===== src/sv/pfa_pkg.sv =====
// Shared types, codes and defaults of the page-frame allocator.
package pfa_pkg;

	// Default sizing
	localparam int PAGE_COUNT_DEF = 65536;
	localparam int COUNT_BITS_DEF = 8;

	// Fixed field widths
	localparam int PAGE_W   = 16;
	localparam int STATUS_W = 3;
	localparam int REFCNT_W = 8;
	localparam int FREE_W   = 17;
	localparam int CFG_W    = 17;
	localparam int TDATA_W  = 48;

	// Register file indexes
	localparam logic REG_LOWEST_PAGE = 1'b0;
	localparam logic REG_PAGE_LIMIT  = 1'b1;

	typedef enum logic [1:0] {
		KIND_ALLOC = 2'd0,
		KIND_FREE  = 2'd1,
		KIND_INC   = 2'd2,
		KIND_DEC   = 2'd3
	} pfa_kind_t;

	typedef enum logic [2:0] {
		STAT_OK    = 3'd0,
		STAT_EMPTY = 3'd1,
		STAT_RANGE = 3'd2,
		STAT_FULL  = 3'd3,
		STAT_SAT   = 3'd4
	} pfa_status_t;

	typedef enum logic [1:0] {
		ST_CLEAR,
		ST_IDLE,
		ST_EXEC
	} pfa_state_t;

	// Controller to datapath
	typedef struct packed {
		logic clear;   // zero one count entry, advance sweep
		logic accept;  // latch request, launch memory reads
		logic commit;  // write memories, load output register
	} pfa_cmd_t;

	// Datapath to controller
	typedef struct packed {
		logic clear_last; // sweep is at the final entry
	} pfa_sts_t;

endpackage


===== src/sv/pfa_ctrl.sv =====
// Sequencing state machine of the page-frame allocator.
module pfa_ctrl (
	input  logic              clk,
	input  logic              arst_n,
	input  logic              s_axis_tvalid,
	output logic              s_axis_tready,
	output logic              m_axis_tvalid,
	input  logic              m_axis_tready,
	output pfa_pkg::pfa_cmd_t cmd,
	input  pfa_pkg::pfa_sts_t sts
);

	pfa_pkg::pfa_state_t state_q, state_d;
	logic out_valid_q;

	// State register and output valid flag
	always_ff @(posedge clk or negedge arst_n) begin
		if (!arst_n) begin
			state_q     <= pfa_pkg::ST_CLEAR;
			out_valid_q <= 1'b0;
		end else begin
			state_q <= state_d;
			if (cmd.commit) begin
				out_valid_q <= 1'b1;
			end else if (m_axis_tready) begin
				out_valid_q <= 1'b0;
			end
		end
	end

	// Next state and commands
	always_comb begin
		state_d       = state_q;
		cmd           = '0;
		s_axis_tready = 1'b0;
		case (state_q)
			pfa_pkg::ST_CLEAR: begin
				cmd.clear = 1'b1;
				if (sts.clear_last) begin
					state_d = pfa_pkg::ST_IDLE;
				end
			end
			pfa_pkg::ST_IDLE: begin
				s_axis_tready = 1'b1;
				if (s_axis_tvalid) begin
					cmd.accept = 1'b1;
					state_d    = pfa_pkg::ST_EXEC;
				end
			end
			pfa_pkg::ST_EXEC: begin
				// wait here while the previous result is still unclaimed
				if (!out_valid_q || m_axis_tready) begin
					cmd.commit = 1'b1;
					state_d    = pfa_pkg::ST_IDLE;
				end
			end
			default: begin
				state_d = pfa_pkg::ST_IDLE;
			end
		endcase
	end

	assign m_axis_tvalid = out_valid_q;

	// Every accepted request is executed in the following cycle or later
	a_accept_to_exec: assert property (@(posedge clk) disable iff (!arst_n)
		cmd.accept |=> state_q == pfa_pkg::ST_EXEC)
		else $error("accept not followed by execute");

	// A commit never overwrites a result that is still waiting
	a_no_overwrite: assert property (@(posedge clk) disable iff (!arst_n)
		cmd.commit |-> (!out_valid_q || m_axis_tready))
		else $error("result overwritten");

	// A commit always presents a result next cycle
	a_commit_valid: assert property (@(posedge clk) disable iff (!arst_n)
		cmd.commit |=> m_axis_tvalid)
		else $error("commit lost");

	// No request is taken before the count sweep has finished
	a_clear_blocks: assert property (@(posedge clk) disable iff (!arst_n)
		state_q == pfa_pkg::ST_CLEAR |-> !s_axis_tready)
		else $error("request taken during clear");

endmodule


===== config.mk =====
export PLATFORM = sky130hd
export DESIGN_NAME = pfa_ctrl
export DESIGN_NICKNAME = d
export VERILOG_FILES = /design/src/sv/pfa_pkg.sv /design/src/sv/pfa_ctrl.sv
export SDC_FILE = /design/constraint.sdc
export NUM_CORES = 1
export LEC_CHECK = 0
export ABC_AREA = 1
export BUFFER_PORTS_ARGS = -buffer_cell sky130_fd_sc_hd__buf_2
export CAP_MARGIN = 25
export CORE_AREA = 2 2 39 41
export CTS_CLUSTER_SIZE = 10
export DETAILED_ROUTE_END_ITERATION = 10
export DIE_AREA = 0 0 41 43
export GPL_ROUTABILITY_DRIVEN = 0
export GPL_TIMING_DRIVEN = 0
export PLACE_DENSITY = 0.3
export SYNTH_ARGS = -nofsm -noshare
export SYNTH_HDL_FRONTEND = slang
export SYNTH_SLANG_ARGS = --single-unit

===== constraint.sdc =====
create_clock -name clk -period 0.8 [get_ports clk]
set_input_delay 0.16 -clock clk [delete_from_list [all_inputs] [get_ports clk]]
set_output_delay 0.16 -clock clk [all_outputs]
set_load 0.01 [all_outputs]

# == Word level (Yosys, flattened, before mapping) ==
# Index checks and enable logic that the tools add are counted.
# classes
eq_ne,5
muxes,12
reduce_logical,5
# op_table
cell,n
two-way mux 1 bit,8
two-way mux 2 bit,3
!= test 2 bit (second input constant),3
one-hot mux 2 bit (3 select lines),1
AND reduction 3 bit,1
== test 2 x 1 -> 1 bit (second input constant),1
== test 2 bit (second input constant),1
zero test 2 bit,1
nonzero test 2 bit,1
zero test 1 bit,1
logical OR 1 bit,1
# word_totals
ff_bits,3
output_inout_bits,5
wordCells,24

# == Logic depth before layout (Yosys ltp) ==
# Gate-level depths: netlist of run 1.
# depth
ltp_word,5
mapped_depth,5
depth_no_buf,5

# == Least setup slack after synthesis of run 1 ==
# No wires, ideal clock.
# synth_timing
path_type,flip-flop to output port
start,register state_q[1]
end,output cmd[0] in the netlist's numbering
arrival_time_ns,0.715
required_ns,0.640
slack_ns,-0.075
stages_incl_launch_ff,5
path_cell_list,dfrtp_1 -> inv_1 -> nor2_1 -> inv_1 -> nor2_1
# synth_rtl
item,line_no,text
"start, declared",pfa_ctrl.sv:13,"pfa_pkg::pfa_state_t state_q, state_d;"
"start signal, assigned",pfa_ctrl.sv:19,state_q <= pfa_pkg::ST_CLEAR;
"start signal, assigned",pfa_ctrl.sv:22,state_q <= state_d;
"end, declared",pfa_ctrl.sv:9,"output pfa_pkg::pfa_cmd_t cmd,"

==> results.py, run 1 <==
metrics = {
    "yosys": {
        "synth.distinct_cells": 8,
        "yosys_warnings": 0,
        "yosysSeqAreaShare_pct": 50.4,
        "synth_cells": 21,
        "yosys_register_bits": 3,
        "syn_area_per_cell_um2": 7.09,
        "syn-num-nets": 26,
        "syn_area_um2": 149,
    },
    "routing": {
        "drc": 0,
        "drt_iter0_markers": 1,
        "wire_per_inst_um": 6.19,
        "routed_via_density": 3.23,
        "drtAntennaViolNets": 0,
        "vias": 171,
        "routed_wl_um": 328,
        "drtPass1Iterations": 2,
    },
    "layout": {
        "layout_commonest_cell": "buf_2",
        "antennaDiodeCount": 0,
        "final-seq-area_um2": 75.1,
        "syn_to_final_growth_pct": 92.4,
        "fillerInstances": 155,
        "multiInputGateArea_um2": 66.3,
        "layout_common_cells": "8 x buf_2, 4 x nor2_2, 4 x nand2_1",
        "drive_gt1_share_pct": 62.2,
        "num-nets-final": 43,
        "fin_util_pct": 20.7,
    },
    "place": {
        "portBuffers": 9,
        "dp_hpwl_um": 274,
    },
    "sta": {
        "max_slew_margin_pct": 89.6,
        "min_period_ns": 1.17,
        "hold_viol": 0,
        "fin_skew_ns": 0.00131,
        "finalSetupViolCount": 6,
        "tightest_slew_ns": 0.154,
        "max_freq_mhz": 853,
        "rsz0062_at_grt": "true",
        "fin_ws_ns": -0.373,
        "fin_crit_sh_pct": 147,
        "maxSlewViolCount": 0,
    },
    "floorplan": {
        "io_pins": 10,
        "die_h_um": 43,
        "core_mm2": 0.00138,
        "start_util_pct": 10.8,
        "dieArea_mm2": 0.00176,
        "placementRows": 14,
        "die_w_um": 41,
    },
    "clock_network": {
        "cts_root_buf": "clkbuf_4",
        "clock_sinks": 3,
        "cts_tree": "built",
        "cts.htree.levels": 1,
        "worstSkewPairLatency_ns": 0.23,
        "clk_transition_reported_paths_ns": 0.03,
        "cts_buffers": 3,
        "cts_max_path_buffers": 2,
    },
    "global_route": {
        "grt_pass1_vias": 157,
        "grt_use_total_pct": 5.14,
        "top_usage_layer": "met4",
        "use_met2_pct": 6.56,
        "grtUsageMet1_pct": 3.90,
        "grt_max_degree": 4,
        "grt_pass1_wl_um": 524,
        "antenna_found_initial": 0,
        "gr-total-overflow": 0,
        "gr-usage-met3_pct": 3.14,
    },
    "critical_path": {
        "end_kind": "output port",
        "crit_path_max_fanout": 3,
        "arrival_ns": 1.01,
        "crit_path_max_incr_delay_ns": 0.37,
        "cp_data_required_time_ns": 0.64,
        "crit_path_top_delay_cell": "dfrtp_1",
        "crit_type": "reg -> out",
        "start_kind": "register",
        "reg2regPathDepth": 5,
        "crit_chain": "inv_1 > nor2_2 > nand2_2 > inv_2 > buf_6",
    },
    "power": {
        "p_total_uw": 1010,
        "peakVddDrop_uv": 614,
        "leakagePower_uw": 0.000162,
        "switching_power_uw": 375,
        "cellInternalPower_uw": 639,
        "seq_power_share_pct": 26.1,
        "swShare_pct": 37.0,
        "p_clk_share_pct": 25.2,
        "p_comb_share_pct": 48.7,
        "p_per_area_mw_per_mm2": 3540,
    },
    "run_status": {
        "status": "finished with violations",
        "violations": "setup timing",
    },
    "flow_run": {
        "drv_cap": 0,
    },
    "worst_hold_path": {
        "min_path_type": "in -> reg",
        "min_path_cells": 2,
    },
}
==> cell families (layout without fill, tap and decap cells) <==
group	count (synthesis)	in the layout	share of synthesized area (%)
AND/OR/NAND/NOR	11	11	31.1
AO/OA/AOI/OAI	1	1	3.36
buffers and inverters	6	22	15.1
flip-flops	3	3	50.4
==> critical path, delay by kind of cell (launching register included) <==
| kind | cells | cell delay [ns] |
|---|---|---|
| flops | 1 | 0.37 |
| buf+inv | 3 | 0.21 |
| simple gates | 2 | 0.20 |
==> metal layers <==
| metal | vias up | part of all wire [%] | wire, um |
|---|---|---|---|
| met4 | 0 | 0 | 0 |
| li1 | 90 | - | - |
| met2 | 1 | 70 | 229 |
| met5 | - | 0 | 0 |
| met3 | 0 | 0.61 | 2 |
| met1 | 80 | 29 | 96 |
==> metrics by stage <==
step	setup TNS (ns)	std cells	hold WS [ns]	worst slack, ns	cell area [um2]
global route	-1.83	53	0.172	-0.427	287
floorplan	-0.183	21	-0.136	-0.0725	151
detailed placement	-0.370	46	-0.0411	-0.152	216
CTS	-1.45	51	0.152	-0.401	259
finish	-1.53	53	0.160	-0.373	287
global placement	-0.373	46	-0.0432	-0.153	216
==> registers in the layout, summed over array words and instances, names as in the netlist <==
register / cells
m_axis_tvalid: 1
state_q: 2
==> synthesized netlist by cell type <==
cell | instances | share of area [%]
nor2_2 | 1 | 4.2
dfrtp_1 | 3 | 50
nand2_2 | 1 | 4.2
nand2_1 | 4 | 10
nor2_1 | 5 | 13
o21ai_0 | 1 | 3.4
inv_1 | 5 | 13
inv_2 | 1 | 2.5
==> power groups by stage <==
stage	Sequential (uW)	Combinational (uW)	Clock, uW
floorplan	267	212	0
global placement	261	361	0
detailed placement	259	361	0
CTS	257	388	268
global route	271	548	279
finish	265	494	256
==> cell type report <==
class	instances	area share, %
timing repair buffer	12	26.6
sequential	3	26.2
multi-input combinational	12	23.1
clock buffer	4	9.17
inverter	6	7.86
tap	16	6.99
==> worst paths after layout <==
path / start / end / slack, ns
worst min register to register: m_axis_tvalid$_DFFE_PN0P_ / m_axis_tvalid$_DFFE_PN0P_ / 0.57
max in group asynchronous: arst_n / state_q[1]$_DFFE_PN0P_ / 0.44
min in group asynchronous: arst_n / m_axis_tvalid$_DFFE_PN0P_ / 0.26
worst min-delay path: m_axis_tready / m_axis_tvalid$_DFFE_PN0P_ / 0.16
worst max register to register: state_q[0]$_DFFE_PN0P_ / state_q[0]$_DFFE_PN0P_ / -0.09
worst max-delay path: state_q[0]$_DFFE_PN0P_ / cmd[1] / -0.37
==> repair_timing <==
action / 4_1_cts / 5_1_grt
endpoints found under the hold margin: 3 / 0
pin swaps: 0 / 1
endpoints found under the setup margin: 6 / 8
resized for setup: 1 / 6
hold buffers: 1 / 0
setup buffers: 0 / 2
(Power assumes the default switching activity.)
==> run 2, diff against run 1 <==
Settings changed: ABC_AREA 1 to unset.
==> results.py, run 2 <==
metrics = {
    "yosys": {
        "synth.distinct_cells": 10,
        "synth_flop_cell": "dfrtp_1",
        "syn-num-nets": 19,
        "synth.area.top_cells": "dfrtp_1 51%, and4bb_2 8.5%, nand2b_1 8.5%, nor3_1 6.8%, and2b_2 5.9%",
        "syn_area_um2": 148,
        "synth_cells": 14,
        "yosys_register_bits": 3,
        "synth_edf_count": 0,
        "yosys_warnings": 0,
        "yosys.area.top_type": "dfrtp_1",
        "syn_area_per_cell_um2": 10.5,
        "synth_common_cells": "3 x dfrtp_1, 2 x nand2b_1, 2 x nor3_1",
        "synth.most_common_cell": "dfrtp_1",
        "yosysSeqAreaShare_pct": 50.8,
        "async_reset_ff_share_pct": 100,
        "synth_top_area_share_pct": 50.8,
    },
    "floorplan": {
        "start_util_pct": 10.7,
        "die_w_um": 41,
        "core_mm2": 0.00138,
        "placementRows": 14,
        "die_h_um": 43,
        "io_pins": 10,
        "dieArea_mm2": 0.00176,
    },
    "routing": {
        "routed_via_density": 3.47,
        "vias": 163,
        "maxUsedRoutingLayer": "met3",
        "drtPass1Iterations": 1,
        "drt_iter0_markers": 0,
        "wire_per_inst_um": 7.49,
        "drc": 0,
        "routed_wl_um": 352,
        "drtAntennaViolNets": 0,
        "met1Wirelength_um": 115,
        "route.met3.wl_um": 18,
        "met2WireLength_um": 219,
    },
    "layout": {
        "antennaDiodeCount": 0,
        "final-seq-area_um2": 76.3,
        "largest_reg_flops": 2,
        "syn_to_final_growth_pct": 107,
        "fin_util_pct": 22.1,
        "multiInputGateArea_um2": 88.8,
        "drive_gt1_share_pct": 71.0,
        "num-nets-final": 37,
        "fillerInstances": 157,
        "layout_common_cells": "7 x buf_2, 3 x clkbuf_4, 3 x buf_6",
        "fin_cells": 47,
        "largest-register": "state_q",
        "layout_commonest_cell": "buf_2",
    },
    "global_route": {
        "grt_use_total_pct": 5.54,
        "grt_max_degree": 7,
        "gr-total-overflow": 0,
        "grt_pass1_wl_um": 600,
        "grt_pass1_vias": 167,
        "antenna_found_initial": 0,
    },
    "sta": {
        "max_freq_mhz": 851,
        "fin_ws_ns": -0.375,
        "fin_crit_sh_pct": 147,
        "finalSetupViolCount": 8,
        "hold_viol": 0,
        "rsz0062_at_grt": "true",
        "setup_tns_ns": -1.99,
        "maxSlewViolCount": 0,
        "fin_skew_ns": 0.000412,
        "min_period_ns": 1.17,
        "max_slew_margin_pct": 86.1,
        "tightest_slew_ns": 0.208,
    },
    "clock_network": {
        "clock_sinks": 3,
        "cts.htree.levels": 1,
        "cts_tree": "built",
        "clk_transition_reported_paths_ns": 0.04,
        "cts_max_path_buffers": 2,
        "cts_root_buf": "clkbuf_4",
        "cts_buffers": 3,
        "worstSkewPairLatency_ns": 0.23,
    },
    "critical_path": {
        "arrival_ns": 1.01,
        "end_kind": "output port",
        "cp_data_required_time_ns": 0.64,
        "crit_path_max_fanout": 6,
        "start_kind": "register",
        "crit_type": "reg -> out",
    },
    "run_status": {
        "violations": "setup timing",
        "status": "finished with violations",
    },
    "place": {
        "portBuffers": 9,
        "dp_hpwl_um": 260,
        "dp_slack_ns": -0.188,
        "dp.cells": 39,
    },
    "power": {
        "p_per_area_mw_per_mm2": 3470,
        "peakVddDrop_uv": 464,
        "leakagePower_uw": 0.000157,
        "p_total_uw": 1060,
    },
    "worst_hold_path": {
        "min_path_type": "in -> reg",
    },
    "flow_run": {
        "drv_cap": 0,
    },
}
run 2: cell types whose count changed after synthesis, moves of 2 or more:
cell / change
inv_1: -5
nand2_1: -3
nand2b_1: +2
nor2_1: -4
nor3_1: +2
run 2: routing by layer:
metal  global-route usage [%]  up-vias
met5                        0        -
met4                     8.00        0
met3                     1.57        0
met2                     6.88        3
met1                     5.84       77
li1                         -       83
run 2: power breakdown:
part / switching, uW / total, uW / internal [uW] / leakage (uW)
Clock: 73.6 / 260 / 187 / 0.0000150
Sequential: 71.2 / 291 / 220 / 0.0000357
Combinational: 188 / 508 / 320 / 0.000106
run 2: cell families after synthesis:
family        Yosys count  synth area share [%]
simple gates           11                  49.2
flops                   3                  50.8
run 2: path summary, 6_finish.rpt:
kind	slack (ns)	cells after the start	start	end
worst max-delay path	-0.37	2	state_q[1]$_DFFE_PN0P_	cmd[1]
worst min-delay path	0.18	3	sts	state_q[0]$_DFFE_PN0P_
worst max register to register	-0.32	3	state_q[0]$_DFFE_PN0P_	state_q[1]$_DFFE_PN0P_
worst min register to register	0.52	2	m_axis_tvalid$_DFFE_PN0P_	m_axis_tvalid$_DFFE_PN0P_
max in group asynchronous	0.43	2	arst_n	state_q[1]$_DFFE_PN0P_
min in group asynchronous	0.25	2	arst_n	state_q[0]$_DFFE_PN0P_
run 2: per-stage QoR:
step	hold WS (ns)	area [um2]
2_1_floorplan	-0.136	151
3_3_place_gp	-0.0430	216
3_5_place_dp	-0.0415	216
4_1_cts	0.179	298
5_1_grt	0.211	305
6_report	0.182	305
run 2: worst max-delay path, stage by stage (launching register included):
cell     delay, ns
dfrtp_2       0.42
and3b_2       0.26
buf_6         0.10
run 2: cell type report:
cell class	count	share of cell area (%)
timing repair buffer	13	30.7
sequential	3	25.0
multi-input combinational	11	29.1
tap	16	6.56
clock buffer	4	8.61
run 2: repair_timing:
item / 4_1_cts / 5_1_grt
buffers inserted: 2 / 1
gates resized for setup: 6 / 0
endpoints found under the setup margin: 7 / 8
hold endpoints to repair: 3 / 0
hold buffers: 1 / 0
pin swaps: 1 / 1
==> run 3, diff against run 2 <==
Settings changed: TNS_END_PERCENT set to 20.
==> results.py, run 3 (synthesized netlist as in run 2, its figures left out) <==
metrics = {
    "critical_path": {
        "crit_type": "reg -> out",
        "r2r_start": "state_q[1]$_DFFE_PN0P_",
        "crit_chain": "buf_6 > nand2b_4 > nor2b_1 > buf_2",
        "start_kind": "register",
        "cp_data_required_time_ns": 0.64,
        "crit_path_top_delay_cell": "dfrtp_1",
        "reg2regPathDepth": 3,
        "path_delay_family": "flip-flops",
        "end_kind": "output port",
        "path_buf_inv": 2,
        "crit_path_max_incr_delay_ns": 0.39,
        "r2r_slack_ns": -0.30,
        "crit_path_max_fanout": 4,
        "rr_endpoint": "state_q[1]$_DFFE_PN0P_",
        "path_depth": 4,
        "arrival_ns": 1.00,
    },
    "routing": {
        "drtPass1Iterations": 2,
        "wire_per_inst_um": 7.71,
        "vias": 170,
        "routed_via_density": 3.54,
        "drt_iter0_markers": 1,
        "drc": 0,
        "drtAntennaViolNets": 0,
        "routed_wl_um": 370,
    },
    "sta": {
        "tightest_slew_ns": 0.212,
        "max_slew_margin_pct": 85.7,
        "finalSetupViolCount": 7,
        "min_period_ns": 1.16,
        "rsz0062_at_grt": "true",
        "setup_tns_ns": -2.01,
        "fin_crit_sh_pct": 145,
        "max_freq_mhz": 862,
        "fin_ws_ns": -0.360,
        "maxSlewViolCount": 0,
        "fin_skew_ns": 0.0000175,
        "hold_viol": 0,
    },
    "floorplan": {
        "start_util_pct": 10.7,
        "dieArea_mm2": 0.00176,
        "io_pins": 10,
        "placementRows": 14,
        "die_h_um": 43,
        "die_w_um": 41,
        "core_mm2": 0.00138,
    },
    "power": {
        "p_total_uw": 1090,
        "p_per_area_mw_per_mm2": 3540,
        "switching_power_uw": 337,
        "peakVddDrop_uv": 541,
        "swShare_pct": 30.8,
        "cellInternalPower_uw": 757,
        "p_comb_share_pct": 51.0,
        "seq_power_share_pct": 25.3,
        "leakagePower_uw": 0.000162,
        "p_clk_share_pct": 23.7,
    },
    "worst_hold_path": {
        "min_from": "sts",
        "worstHoldEndpoint": "state_q[0]$_DFFE_PN0P_",
        "min_path_type": "in -> reg",
        "min_path_cells": 3,
    },
    "run_status": {
        "violations": "setup timing",
        "status": "finished with violations",
    },
    "layout": {
        "largest-register": "state_q",
        "layout_common_cells": "7 x buf_2, 3 x clkbuf_4, 3 x dfrtp_1, 3 x buf_6, 3 x buf_4",
        "largest_reg_flops": 2,
        "layout_commonest_cell": "buf_2",
        "num-nets-final": 38,
        "drive_gt1_share_pct": 65.6,
        "fillerInstances": 152,
        "syn_to_final_growth_pct": 109,
        "antennaDiodeCount": 0,
    },
    "global_route": {
        "grt_pass1_vias": 195,
        "grt_use_total_pct": 6.14,
        "grt_max_degree": 6,
        "grt_pass1_wl_um": 676,
        "gr-total-overflow": 0,
        "antenna_found_initial": 0,
    },
    "clock_network": {
        "cts_max_path_buffers": 2,
        "cts_tree": "built",
        "clk_transition_reported_paths_ns": 0.04,
        "cts_root_buf": "clkbuf_4",
        "cts_buffers": 3,
        "cts.htree.levels": 1,
        "clock_sinks": 3,
        "worstSkewPairLatency_ns": 0.23,
    },
    "place": {
        "portBuffers": 9,
    },
    "flow_run": {
        "drv_cap": 0,
    },
}
==> run 3: how the worst max path moves through the flow <==
stage / from / to / slack [ns]
global route: state_q[1]$_DFFE_PN0P_ / cmd[0] / -0.44
finish: state_q[1]$_DFFE_PN0P_ / cmd[0] / -0.36
CTS: state_q[1]$_DFFE_PN0P_ / cmd[0] / -0.38
detailed placement: state_q[1]$_DFFE_PN0P_ / state_q[1]$_DFFE_PN0P_ / -0.18
global placement: state_q[1]$_DFFE_PN0P_ / state_q[1]$_DFFE_PN0P_ / -0.19
floorplan: state_q[0]$_DFFE_PN0P_ / state_q[1]$_DFFE_PN0P_ / -0.16
==> run 3: final cells by class <==
| cell class | count | area (um2) | share of cell area (%) |
|---|---|---|---|
| Sequential cell | 3 | 75.1 | 24.3 |
| Multi-Input combinational cell | 11 | 86.3 | 27.9 |
| Tap cell | 16 | 20.0 | 6.48 |
| Timing Repair Buffer | 14 | 101 | 32.8 |
| Clock buffer | 4 | 26.3 | 8.50 |
==> run 3: power by group through the flow <==
stage,Clock [uW],Combinational [uW],Sequential (uW)
finish,259,558,277
global route,286,613,291
CTS,273,570,277
detailed placement,0,326,286
global placement,0,328,285
floorplan,0,188,281
==> run 3: metrics by stage <==
stage / area (um2) / util [%] / setup WS, ns / instances / hold slack, ns
finish: 309 / 22.3 / -0.360 / 48 / 0.187
global route: 309 / 22.3 / -0.440 / 48 / 0.224
CTS: 309 / 22.3 / -0.379 / 48 / 0.190
detailed placement: 214 / 15.5 / -0.183 / 39 / -0.0416
global placement: 214 / 15.5 / -0.190 / 39 / -0.0434
floorplan: 149 / - / -0.161 / 14 / -0.136
==> run 3: metal layers <==
metal | track usage (%) | part of all wire (%) | vias up
li1 | - | - | 84
met1 | 5.19 | 29 | 83
met3 | 1.57 | 6.5 | 0
met5 | 0 | 0 | -
met4 | 8.00 | 0 | 0
met2 | 9.38 | 65 | 3
==> run 3: what timing repair did <==
action,in CTS,in global routing
buffers inserted,4,0
hold endpoints to repair,3,0
resized for setup,5,0
setup endpoints to repair,7,7
hold buffers,1,0
==> run 3: tightest hold or removal path: cells and delay by family <==
family | cells | cell delay (ns)
buf+inv | 1 | 0.08
simple gates | 2 | 0.13
